===== config.mk =====
export PLATFORM = sky130hd
export DESIGN_NAME = link_rate_mode_selector_unit
export DESIGN_NICKNAME = d
export VERILOG_FILES = /design/src/hdl/lrms_pkg.sv /design/src/hdl/lrms_cfg_regs.sv /design/src/hdl/lrms_rate_filter.sv /design/src/hdl/lrms_level_ctrl.sv /design/src/hdl/link_rate_mode_selector_unit.sv
export SDC_FILE = /design/constraint.sdc
export NUM_CORES = 1
export LEC_CHECK = 0
export BUFFER_PORTS_ARGS = -buffer_cell sky130_fd_sc_hd__buf_4
export CORE_MARGIN = 4
export CORE_UTILIZATION = 64
export DETAILED_ROUTE_END_ITERATION = 6
export GPL_ROUTABILITY_DRIVEN = 0
export GPL_TIMING_DRIVEN = 1
export MAX_ROUTING_LAYER = met4
export PLACE_DENSITY = 0.86
export SLEW_MARGIN = 20
export SYNTH_ARGS = -nofsm -noshare
export SYNTH_HDL_FRONTEND = slang
export SYNTH_SLANG_ARGS = --single-unit

===== constraint.sdc =====
create_clock -name clk -period 14 [get_ports clk]
set_input_delay 2.8 -clock clk [delete_from_list [all_inputs] [get_ports clk]]
set_output_delay 2.8 -clock clk [all_outputs]
set_load 0.02 [all_outputs]

===== src/hdl/lrms_pkg.sv =====
// ----------------------------------------------------------------------------
// lrms_pkg
// Widths, register map, level codes and the threshold function of the
// rate mode selector.
// ----------------------------------------------------------------------------
`default_nettype none

package lrms_pkg;

  localparam int RATE_W   = 23;
  localparam int KBPS_W   = 24;
  localparam int FRAC_W   = 8;
  localparam int SMOOTH_W = RATE_W + FRAC_W;
  localparam int DEPTH_W  = 16;
  localparam int HOLD_W   = 24;
  localparam int TIME_W   = 32;
  localparam int LEVEL_W  = 2;

  localparam int CFG_IDX_W  = 3;
  localparam int CFG_DATA_W = 24;

  // EWMA weight in Q8, clamped to 1.0
  localparam int EWMA_ALPHA_Q8 = 64;
  localparam int ALPHA_INT     = (EWMA_ALPHA_Q8 > 256) ? 256 : EWMA_ALPHA_Q8;
  localparam int ALPHA_W       = FRAC_W + 1;
  localparam logic [ALPHA_W-1:0] ALPHA_Q8   = ALPHA_W'(ALPHA_INT);
  localparam logic [ALPHA_W-1:0] ALPHA_REST = ALPHA_W'(256 - ALPHA_INT);
  localparam int ACC_W = SMOOTH_W + ALPHA_W;
  localparam logic [ACC_W-1:0] ROUND_HALF = ACC_W'(128);

  typedef enum logic [CFG_IDX_W-1:0] {
    REG_FULL_MIN    = 3'd0,
    REG_DELTA_MIN   = 3'd1,
    REG_DYNAMIC_MIN = 3'd2,
    REG_UP_MARGIN   = 3'd3,
    REG_CONGESTED   = 3'd4,
    REG_UP_HOLD     = 3'd5,
    REG_DOWN_HOLD   = 3'd6,
    REG_MIN_DWELL   = 3'd7
  } reg_idx_t;

  localparam logic [LEVEL_W-1:0] LEVEL_FULL    = 2'd0;
  localparam logic [LEVEL_W-1:0] LEVEL_DELTA   = 2'd1;
  localparam logic [LEVEL_W-1:0] LEVEL_DYNAMIC = 2'd2;
  localparam logic [LEVEL_W-1:0] LEVEL_META    = 2'd3;

  localparam logic [RATE_W-1:0]  RST_FULL_MIN    = RATE_W'(20000);
  localparam logic [RATE_W-1:0]  RST_DELTA_MIN   = RATE_W'(5000);
  localparam logic [RATE_W-1:0]  RST_DYNAMIC_MIN = RATE_W'(1000);
  localparam logic [RATE_W-1:0]  RST_UP_MARGIN   = RATE_W'(500);
  localparam logic [DEPTH_W-1:0] RST_CONGESTED   = DEPTH_W'(64);
  localparam logic [HOLD_W-1:0]  RST_UP_HOLD     = HOLD_W'(2000);
  localparam logic [HOLD_W-1:0]  RST_DOWN_HOLD   = HOLD_W'(500);
  localparam logic [HOLD_W-1:0]  RST_MIN_DWELL   = HOLD_W'(1000);

  typedef struct packed {
    logic [RATE_W-1:0]  full_min_kbps;
    logic [RATE_W-1:0]  delta_min_kbps;
    logic [RATE_W-1:0]  dynamic_min_kbps;
    logic [RATE_W-1:0]  up_margin_kbps;
    logic [DEPTH_W-1:0] congested_depth;
    logic [HOLD_W-1:0]  up_hold_ms;
    logic [HOLD_W-1:0]  down_hold_ms;
    logic [HOLD_W-1:0]  min_dwell_ms;
  } cfg_t;

  typedef struct packed {
    logic                first;
    logic [SMOOTH_W-1:0] rate;
  } rate_info_t;

  // integer part of the smoothed rate against thresholds plus margin
  function automatic logic [LEVEL_W-1:0] level_for(
    input logic [RATE_W-1:0] s_int,
    input cfg_t              c,
    input logic [RATE_W-1:0] margin
  );
    logic [RATE_W:0]      s_ext;
    logic [RATE_W:0]      t0;
    logic [RATE_W:0]      t1;
    logic [RATE_W:0]      t2;
    logic [LEVEL_W-1:0]   lvl;
    s_ext = {1'b0, s_int};
    t0 = {1'b0, c.full_min_kbps} + {1'b0, margin};
    t1 = {1'b0, c.delta_min_kbps} + {1'b0, margin};
    t2 = {1'b0, c.dynamic_min_kbps} + {1'b0, margin};
    if (s_ext >= t0) begin
      lvl = LEVEL_FULL;
    end else if (s_ext >= t1) begin
      lvl = LEVEL_DELTA;
    end else if (s_ext >= t2) begin
      lvl = LEVEL_DYNAMIC;
    end else begin
      lvl = LEVEL_META;
    end
    return lvl;
  endfunction

endpackage

`default_nettype wire


===== src/hdl/lrms_cfg_regs.sv =====
// ----------------------------------------------------------------------------
// lrms_cfg_regs
// Configuration register file; writes are masked to each register's width.
// ----------------------------------------------------------------------------
`default_nettype none

module lrms_cfg_regs (
  input  wire logic                             clk,
  input  wire logic                             rst,
  input  wire logic                             cfg_valid,
  output      logic                             cfg_ready,
  input  wire logic [lrms_pkg::CFG_IDX_W-1:0]   cfg_index,
  input  wire logic [lrms_pkg::CFG_DATA_W-1:0]  cfg_data,
  output      lrms_pkg::cfg_t                   cfg
);

  assign cfg_ready = 1'b1;

  always_ff @(posedge clk) begin
    if (rst) begin
      cfg.full_min_kbps    <= lrms_pkg::RST_FULL_MIN;
      cfg.delta_min_kbps   <= lrms_pkg::RST_DELTA_MIN;
      cfg.dynamic_min_kbps <= lrms_pkg::RST_DYNAMIC_MIN;
      cfg.up_margin_kbps   <= lrms_pkg::RST_UP_MARGIN;
      cfg.congested_depth  <= lrms_pkg::RST_CONGESTED;
      cfg.up_hold_ms       <= lrms_pkg::RST_UP_HOLD;
      cfg.down_hold_ms     <= lrms_pkg::RST_DOWN_HOLD;
      cfg.min_dwell_ms     <= lrms_pkg::RST_MIN_DWELL;
    end else if (cfg_valid && cfg_ready) begin
      case (lrms_pkg::reg_idx_t'(cfg_index))
        lrms_pkg::REG_FULL_MIN:
          cfg.full_min_kbps <= cfg_data[lrms_pkg::RATE_W-1:0];
        lrms_pkg::REG_DELTA_MIN:
          cfg.delta_min_kbps <= cfg_data[lrms_pkg::RATE_W-1:0];
        lrms_pkg::REG_DYNAMIC_MIN:
          cfg.dynamic_min_kbps <= cfg_data[lrms_pkg::RATE_W-1:0];
        lrms_pkg::REG_UP_MARGIN:
          cfg.up_margin_kbps <= cfg_data[lrms_pkg::RATE_W-1:0];
        lrms_pkg::REG_CONGESTED:
          cfg.congested_depth <= cfg_data[lrms_pkg::DEPTH_W-1:0];
        lrms_pkg::REG_UP_HOLD:
          cfg.up_hold_ms <= cfg_data[lrms_pkg::HOLD_W-1:0];
        lrms_pkg::REG_DOWN_HOLD:
          cfg.down_hold_ms <= cfg_data[lrms_pkg::HOLD_W-1:0];
        lrms_pkg::REG_MIN_DWELL:
          cfg.min_dwell_ms <= cfg_data[lrms_pkg::HOLD_W-1:0];
        default: begin
        end
      endcase
    end
  end

endmodule

`default_nettype wire


===== src/hdl/lrms_rate_filter.sv =====
// ----------------------------------------------------------------------------
// lrms_rate_filter
// EWMA of the clamped bandwidth in Q23.8, seeded by the first sample.
// ----------------------------------------------------------------------------
`default_nettype none

module lrms_rate_filter (
  input  wire logic                          clk,
  input  wire logic                          rst,
  input  wire logic                          step,
  input  wire logic [lrms_pkg::RATE_W-1:0]   x,
  output      lrms_pkg::rate_info_t          info
);

  logic                              seeded;
  logic [lrms_pkg::SMOOTH_W-1:0]     smoothed_rate;
  logic [lrms_pkg::ACC_W-1:0]        acc;

  always_comb begin
    acc = lrms_pkg::ACC_W'(lrms_pkg::ALPHA_Q8)
            * lrms_pkg::ACC_W'({x, lrms_pkg::FRAC_W'(0)})
        + lrms_pkg::ACC_W'(lrms_pkg::ALPHA_REST)
            * lrms_pkg::ACC_W'(smoothed_rate)
        + lrms_pkg::ROUND_HALF;
    info.first = !seeded;
    if (!seeded) begin
      info.rate = {x, lrms_pkg::FRAC_W'(0)};
    end else begin
      info.rate = acc[lrms_pkg::SMOOTH_W+lrms_pkg::FRAC_W-1:lrms_pkg::FRAC_W];
    end
  end

  always_ff @(posedge clk) begin
    if (rst) begin
      seeded        <= 1'b0;
      smoothed_rate <= '0;
    end else if (step) begin
      seeded        <= 1'b1;
      smoothed_rate <= info.rate;
    end
  end

endmodule

`default_nettype wire


===== src/hdl/lrms_level_ctrl.sv =====
// ----------------------------------------------------------------------------
// lrms_level_ctrl
// Candidate level selection with hysteresis, congestion, hold and dwell.
// ----------------------------------------------------------------------------
`default_nettype none

module lrms_level_ctrl (
  input  wire logic                          clk,
  input  wire logic                          rst,
  input  wire logic                          step,
  input  wire logic [lrms_pkg::TIME_W-1:0]   now,
  input  wire logic [lrms_pkg::DEPTH_W-1:0]  depth,
  input  wire lrms_pkg::rate_info_t          info,
  input  wire lrms_pkg::cfg_t                cfg,
  output      logic [lrms_pkg::LEVEL_W-1:0]  level_next
);

  logic [lrms_pkg::LEVEL_W-1:0] current_level;
  logic [lrms_pkg::LEVEL_W-1:0] candidate_level;
  logic [lrms_pkg::TIME_W-1:0]  candidate_start;
  logic [lrms_pkg::TIME_W-1:0]  last_change_time;

  logic [lrms_pkg::LEVEL_W-1:0] candidate_level_next;
  logic [lrms_pkg::TIME_W-1:0]  candidate_start_next;
  logic [lrms_pkg::TIME_W-1:0]  last_change_time_next;

  logic [lrms_pkg::RATE_W-1:0]  s_int;
  logic [lrms_pkg::LEVEL_W-1:0] want_plain;
  logic [lrms_pkg::LEVEL_W-1:0] want_up;
  logic [lrms_pkg::LEVEL_W-1:0] want;
  logic [lrms_pkg::LEVEL_W-1:0] want_bumped;
  logic [lrms_pkg::TIME_W-1:0]  lct_eff;
  logic [lrms_pkg::TIME_W-1:0]  held;
  logic [lrms_pkg::TIME_W-1:0]  dwelt;
  logic [lrms_pkg::HOLD_W-1:0]  hold;

  always_comb begin
    s_int      = info.rate[lrms_pkg::SMOOTH_W-1:lrms_pkg::FRAC_W];
    want_plain = lrms_pkg::level_for(s_int, cfg, '0);
    want_up    = lrms_pkg::level_for(s_int, cfg, cfg.up_margin_kbps);
    want       = (want_plain < current_level) ? want_up : want_plain;
    want_bumped = want + lrms_pkg::LEVEL_W'(1);
    if (depth >= cfg.congested_depth && want != lrms_pkg::LEVEL_META) begin
      want = (want_bumped < current_level) ? current_level : want_bumped;
    end

    lct_eff = info.first ? now : last_change_time;
    held    = now - candidate_start;
    dwelt   = now - lct_eff;
    hold    = (want < current_level) ? cfg.up_hold_ms : cfg.down_hold_ms;

    level_next            = current_level;
    candidate_level_next  = candidate_level;
    candidate_start_next  = candidate_start;
    last_change_time_next = lct_eff;

    if (want == current_level) begin
      candidate_level_next = current_level;
      candidate_start_next = now;
    end else if (want != candidate_level) begin
      candidate_level_next = want;
      candidate_start_next = now;
    end else if (held >= lrms_pkg::TIME_W'(hold)
                 && dwelt >= lrms_pkg::TIME_W'(cfg.min_dwell_ms)) begin
      level_next            = want;
      last_change_time_next = now;
      candidate_start_next  = now;
    end
  end

  always_ff @(posedge clk) begin
    if (rst) begin
      current_level    <= lrms_pkg::LEVEL_META;
      candidate_level  <= lrms_pkg::LEVEL_META;
      candidate_start  <= '0;
      last_change_time <= '0;
    end else if (step) begin
      current_level    <= level_next;
      candidate_level  <= candidate_level_next;
      candidate_start  <= candidate_start_next;
      last_change_time <= last_change_time_next;
    end
  end

endmodule

`default_nettype wire


===== src/hdl/link_rate_mode_selector_unit.sv =====
// ----------------------------------------------------------------------------
// link_rate_mode_selector_unit
// Picks a transmit level from bandwidth reports: EWMA smoothing, thresholds
// with upgrade margin, congestion degrade, hold and dwell timers.
// ----------------------------------------------------------------------------
//   channel  handshake              payload
//   item     item_valid/item_stall  now_ms, available_kbps, backlog
//   result   result_valid/result_stall  transmit_level
//   config   cfg_valid/cfg_ready    cfg_index, cfg_data
//
// One item per cycle sustained while the result is not stalled; the result is
// presented from the result register, which its item reaches through the input register.
// The state update (EWMA, level, timers) runs combinationally on the registered
// item, between the input register and the result register.
// Synchronous active-high reset; no clearing pass, ready after reset.
// A stalled result holds; the input register keeps taking items until it
// is full and the result is still stalled.
// ----------------------------------------------------------------------------
`default_nettype none

module link_rate_mode_selector_unit (
  input  wire logic                             clk,
  input  wire logic                             rst,
  input  wire logic                             item_valid,
  output      logic                             item_stall,
  input  wire logic [lrms_pkg::TIME_W-1:0]      now_ms,
  input  wire logic signed [lrms_pkg::KBPS_W-1:0] available_kbps,
  input  wire logic [lrms_pkg::DEPTH_W-1:0]     backlog,
  output      logic                             result_valid,
  input  wire logic                             result_stall,
  output      logic [lrms_pkg::LEVEL_W-1:0]     transmit_level,
  input  wire logic                             cfg_valid,
  output      logic                             cfg_ready,
  input  wire logic [lrms_pkg::CFG_IDX_W-1:0]   cfg_index,
  input  wire logic [lrms_pkg::CFG_DATA_W-1:0]  cfg_data
);

  lrms_pkg::cfg_t               cfg;
  lrms_pkg::rate_info_t         info;

  logic                         stage_valid;
  logic [lrms_pkg::TIME_W-1:0]  stage_now;
  logic [lrms_pkg::RATE_W-1:0]  stage_rate;
  logic [lrms_pkg::DEPTH_W-1:0] stage_depth;
  logic [lrms_pkg::LEVEL_W-1:0] level_next;
  logic                         out_free;
  logic                         advance;
  logic                         accept;

  assign out_free   = !result_valid || !result_stall;
  assign advance    = stage_valid && out_free;
  assign item_stall = stage_valid && !out_free;
  assign accept     = item_valid && !item_stall;

  always_ff @(posedge clk) begin
    if (rst) begin
      stage_valid <= 1'b0;
    end else if (accept) begin
      stage_valid <= 1'b1;
    end else if (advance) begin
      stage_valid <= 1'b0;
    end
  end

  always_ff @(posedge clk) begin
    if (accept) begin
      stage_now   <= now_ms;
      stage_rate  <= available_kbps[lrms_pkg::KBPS_W-1] ? '0
                   : available_kbps[lrms_pkg::RATE_W-1:0];
      stage_depth <= backlog;
    end
  end

  always_ff @(posedge clk) begin
    if (rst) begin
      result_valid <= 1'b0;
    end else if (advance) begin
      result_valid <= 1'b1;
    end else if (!result_stall) begin
      result_valid <= 1'b0;
    end
  end

  always_ff @(posedge clk) begin
    if (advance) begin
      transmit_level <= level_next;
    end
  end

  lrms_cfg_regs u_cfg_regs (
    .clk       (clk),
    .rst       (rst),
    .cfg_valid (cfg_valid),
    .cfg_ready (cfg_ready),
    .cfg_index (cfg_index),
    .cfg_data  (cfg_data),
    .cfg       (cfg)
  );

  lrms_rate_filter u_rate_filter (
    .clk  (clk),
    .rst  (rst),
    .step (advance),
    .x    (stage_rate),
    .info (info)
  );

  lrms_level_ctrl u_level_ctrl (
    .clk        (clk),
    .rst        (rst),
    .step       (advance),
    .now        (stage_now),
    .depth      (stage_depth),
    .info       (info),
    .cfg        (cfg),
    .level_next (level_next)
  );

endmodule

`default_nettype wire


**Yosys cells after proc, flatten, opt, wreduce, memory -nomap -nowiden**

Index checks and enable logic that the tools add are counted.

- Add/subtract/negate cells: 8
- Multiply operators: 1
- Magnitude comparators: 12
- Equality and inequality tests: 11
- Muxes and demuxes: 27
- Reduce and logical (&&, ||, !) cells: 24

Operator list:

| operator | number |
|---|---|
| 2-to-1 mux 32 bit | 7 |
| adder 23 x 23 -> 24 bit | 3 |
| greater-or-equal comparator 23 x 24 -> 1 bit | 3 |
| greater-or-equal comparator 23 bit | 3 |
| greater-or-equal comparator 32 x 24 -> 1 bit | 2 |
| subtractor 32 bit | 2 |
| adder 37 x 39 -> 39 bit | 1 |
| adder 39 x 8 -> 39 bit, second input constant | 1 |
| multiplier 2 x 31 -> 33 bit, first input constant | 1 |
| 2-to-1 mux 31 bit | 1 |
| 2-to-1 mux 2 bit | 12 |
| 2-to-1 mux 24 bit | 1 |
| AND reduction 2 bit | 10 |
| greater-or-equal comparator 16 bit | 1 |
| equality test 3 bit, second input constant | 4 |
| equality test 3 x 2 -> 1 bit, second input constant | 2 |
| less-than comparator 2 bit | 3 |
| 2-to-1 mux 1 bit | 6 |
| logical AND 1 bit | 5 |
| logical NOT 1 bit | 4 |
| nonzero test 2 bit | 2 |
| equality test 3 x 1 -> 1 bit, second input constant | 1 |
| logical NOT 3 bit | 1 |
| nonzero test 3 bit | 1 |
| 6 further kinds | 6 |

- Register bits: 355
- Bits of input ports: 104
- Output and inout bits: 5
- Word-level logic and storage cells: 103

**Longest topological paths before layout**

- Depth in word-level cells: 21
- Depth in mapped cells: 61
- Depth with buffers taken out: 58

**Cells and area by module**

A second synthesis with hierarchy kept.

- Cells, all modules: 3181
- Area, all modules: 28601.2 µm²

Modules (own cells, without submodules):

| module | instances | cells each | area each (µm²) | sequential area each (µm²) |
|---|---|---|---|---|
| lrms_level_ctrl | 1 | 1858 | 14661.6 | 1361.3 |
| lrms_cfg_regs | 1 | 646 | 7054.3 | 3603.5 |
| lrms_rate_filter | 1 | 569 | 4406.7 | 640.6 |
| link_rate_mode_selector_unit | 1 | 108 | 2478.6 | 2232.1 |

**Worst setup path after synthesis**

Ideal clock, no wire load.

- Path type: register to register
- Start: reg u_rate_filter.smoothed_rate[1] (netlist bit)
- End: reg u_level_ctrl.candidate_start[10] (netlist bit)
- Setup time: 0.069 ns
- Arrival time: 11.585 ns
- Path slack: 2.346 ns
- Stages on the path, launching flop included: 56
- Cell sequence: dfxtp_1 -> ha_1 -> inv_1 -> fa_1 -> nor2b_1 -> o2111ai_1 -> nand4b_1 -> a31oi_1 -> o21ai_0 -> a31oi_1 -> o21bai_1 -> a21oi_1 -> xnor2_1 -> ha_1 -> a21o_1 -> a21o_1 -> a221oi_1 -> o31ai_4 -> (+20 left out) -> ha_1 -> a21oi_1 -> clkbuf_1 -> mux2i_1 -> ha_1 -> a21o_1 -> a21oi_1 -> a21oi_1 -> nor3_1 -> nor2_1 -> nor4_1 -> nand4_1 -> nor4_1 -> a21oi_1 -> o41ai_4 -> buf_2 -> nand3_1 -> o21ai_1

RTL lines:

| what | line | source |
|---|---|---|
| start, declared | lrms_rate_filter.sv:16 | `logic [lrms_pkg::SMOOTH_W-1:0] smoothed_rate;` |
| start signal, assigned | lrms_rate_filter.sv:39 | `smoothed_rate <= info.rate;` |
| end signal, assigned | lrms_level_ctrl.sv:80 | `candidate_start <= candidate_start_next;` |
| end, declared | lrms_level_ctrl.sv:20 | `logic [lrms_pkg::TIME_W-1:0] candidate_start;` |

==> results.tsv <==
stage	metric	value	unit
outcome	outcome	finished with violations	
outcome	violations	design-rule violations	
timing	slew_headroom	0.266	
clock_tree	postCtsHoldBufs	0	
setup_path	regToRegSetupSlack	0.79	ns
timing	fin_tns_setup	0	ns
setup_path	critical_path_required	14.49	ns
floorplanning	pin_count	109	
floorplanning	dieWidth	214	um
setup_path	crit_type	reg2reg	
power_and_ir_drop	ir_drop	110	uV
detailed_routing	detail_route.iter0.violations	2306	
clock_tree	clk_latency	0.59	ns
cells_and_area	finalCoreUtilization	0.713	
clock_tree	cts_sinks	355	
timing	clock_skew	0.0164	ns
setup_path	end_kind	flip-flop	
clock_tree	cts-htree-levels	2	
yosys	synthDistinctLibCells	91	
power_and_ir_drop	switching_share	0.329	
detailed_routing	drt_pass1_iterations	7	
detailed_routing	post_drt_wl_per_cell	20.1	um
global_routing	grt_pass1_vias	25492	
setup_path	cpMostUsedCell	a21oi_1	
yosys	ys_dominant_reg_cell	dfxtp_1	
clock_tree	cts_resized	0	
yosys	synth-edff-count	73	
clock_tree	ctsLongestPathBuffers	3	
detailed_routing	avgViaCountPerCell	6.45	
setup_path	cp_slowest_cell	a2111oi_2	
floorplanning	die_h	214	um
floorplanning	die-area	45900	um2
timing	fin_crit_sh	0.944	
timing	post-route-min-period	13.21	ns
floorplanning	start_util	0.649	
setup_path	arrival	13.70	ns
power_and_ir_drop	pwr-share-clk	0.365	
power_and_ir_drop	p_leak	13.0	nW
clock_tree	cts_root_buf	clkbuf_16	
floorplanning	core	41900	um2
yosys	ys_seq_elements	355	
placement	port_buffers	107	
worst_hold_path	hold_path.class	reg2reg	
yosys	yosysSeqAreaShare	0.288	
cells_and_area	final_common_cell	nand2_1	
yosys	synth_warnings	0	
power_and_ir_drop	powerDensity	111	nW/um2
yosys	syn_area	27200	um2
placement	dp_hpwl	58400	um
power_and_ir_drop	internal-power	0.00222	W
power_and_ir_drop	power_frac_comb	0.293	
clock_tree	numCtsBuffers	41	
clock_tree	path_clk_slew	0.07	ns
setup_path	max_stage_delay	0.59	ns
yosys	synthCells	3330	
clock_tree	cts_tree	yes	
global_routing	track_usage	0.342	
timing	max_freq	75.7	MHz
yosys	avgSynthCellArea	8.17	um2
global_routing	grt_max_degree	87	
yosys	syn-num-nets	3835	
cells_and_area	drive_above_1_share	0.0779	
setup_path	worst-path-max-fanout	29	
detailed_routing	route.detailed.drc	2	
timing	drv_slew	0	
timing	rsz0062_at_grt	false	
clock_tree	cts_setup_buffers	0	
global_routing	antenna_found_initial	1	
detailed_routing	ant_nets	0	
global_routing	grt_first_pass_wirelength	128000	um
cells_and_area	finalNetCount	3874	
yosys	async_flop_share	0	
cells_and_area	final_cell_mix	nand2_1, ha_1, a21oi_1, dfxtp_1, inv_1	
timing	worstMarginPinSlew	1.10	ns
global_routing	gr-total-overflow	0	
detailed_routing	routed_wl	79300	um
setup_path	start_kind	flip-flop	
run	maxCapViolations	0	
power_and_ir_drop	switchingPower	0.00109	W
timing	hold_viol_final	0	
cells_and_area	syn_to_final_growth	9.85	%
detailed_routing	vias	25409	
floorplanning	row_count	75	
power_and_ir_drop	pwr-share-seq	0.342	
timing	setup_violations	0	
-- cell families after synthesis --
kind of cell / synth area share
AO/OA/AOI/OAI: 0.214
XOR/XNOR: 0.0486
adder cells (fa/ha/maj): 0.186
buffers and inverters: 0.0483
flip-flops: 0.288
multiplexers: 0.0425
other: 0.000138
AND/OR/NAND/NOR: 0.173
-- worst max-delay path, delay by kind of cell (launching register included) --
family	cells	cell delay [ns]
muxes	3	1.07
xor gates and xnor gates	2	0.26
adders and majority gates	7	2.13
and+or+nand+nor	15	2.91
buffers and inverters	1	0.34
AOI/OAI and AO/OA	27	6.03
DFF	1	0.33
-- metal layers --
layer,global-route usage,part of all wire
met1,0.399,0.39
met3,0.0645,0.086
met2,0.555,0.46
met5,-,0
met4,0.198,0.069
-- layout make-up --
| cell class | instances | area, um2 |
|---|---|---|
| timing repair buffer | 126 | 966 |
| sequential | 355 | 7840 |
| clock buffer | 49 | 1130 |
| multi-input combinational | 2639 | 18100 |
| inverter | 206 | 776 |
| antenna | 1 | 2.50 |
| clock inverter | 27 | 385 |
| fill | 3060 | 12100 |
| tap | 539 | 674 |
-- through the flow --
stage / cells / setup WS [ns] / power [W] / hold WS [ns] / instance area (um2)
final: 3942 / 0.788 / 0.00331 / 0.455 / 29900
after floorplan: 3330 / 2.35 / 0.00183 / 0.433 / 27200
after global routing: 3942 / 0.0535 / 0.00346 / 0.478 / 29900
after global placement: 3865 / 1.33 / 0.00203 / 0.441 / 28300
after CTS: 3941 / 0.581 / 0.00329 / 0.457 / 29800
after detailed placement: 3865 / 0.725 / 0.00209 / 0.446 / 28300
-- sequential cells by signal, indices dropped and copies added, names as in the netlist, 16 cells and up --
signal and count:
u_cfg_regs.cfg 180, u_level_ctrl.last_change_time 32, stage_now 32, stage_rate 23, stage_depth 16, u_level_ctrl.candidate_start 32
u_rate_filter.smoothed_rate 31
-- Yosys cell counts, drive strengths merged (44+ instances only) --
library cell | instances | area [um2]
a21o | 109 | 818
a21oi | 375 | 1880
clkbuf | 116 | 455
dfxtp | 282 | 5650
edfxtp | 73 | 2190
ha | 395 | 4940
inv | 206 | 773
mux2i | 93 | 931
nand2 | 551 | 2070
nand3 | 102 | 510
nand4 | 44 | 275
nor2 | 150 | 563
nor2b | 58 | 363
o21ai | 159 | 803
xnor2 | 92 | 806
xor2 | 59 | 517
-- path summary, 6_finish.rpt --
kind / start / end / cells past startpoint
max: u_rate_filter.smoothed_rate[4] / u_level_ctrl.last_change_time[16] / 55
min: u_cfg_regs.cfg[63] / u_cfg_regs.cfg[63] / 2
max reg2reg: u_rate_filter.smoothed_rate[4] / u_level_ctrl.last_change_time[16] / 55
min reg2reg: u_cfg_regs.cfg[63] / u_cfg_regs.cfg[63] / 2
-- power by group through the flow --
stage	combinational [W]	sequential [W]	clock, W
2_1_floorplan	0.000697	0.00114	0
3_3_place_gp	0.000885	0.00115	0
3_5_place_dp	0.000933	0.00115	0
4_1_cts	0.000946	0.00113	0.00122
5_1_grt	0.00106	0.00114	0.00126
6_report	0.000971	0.00113	0.00121
(Power assumes the default switching activity.)
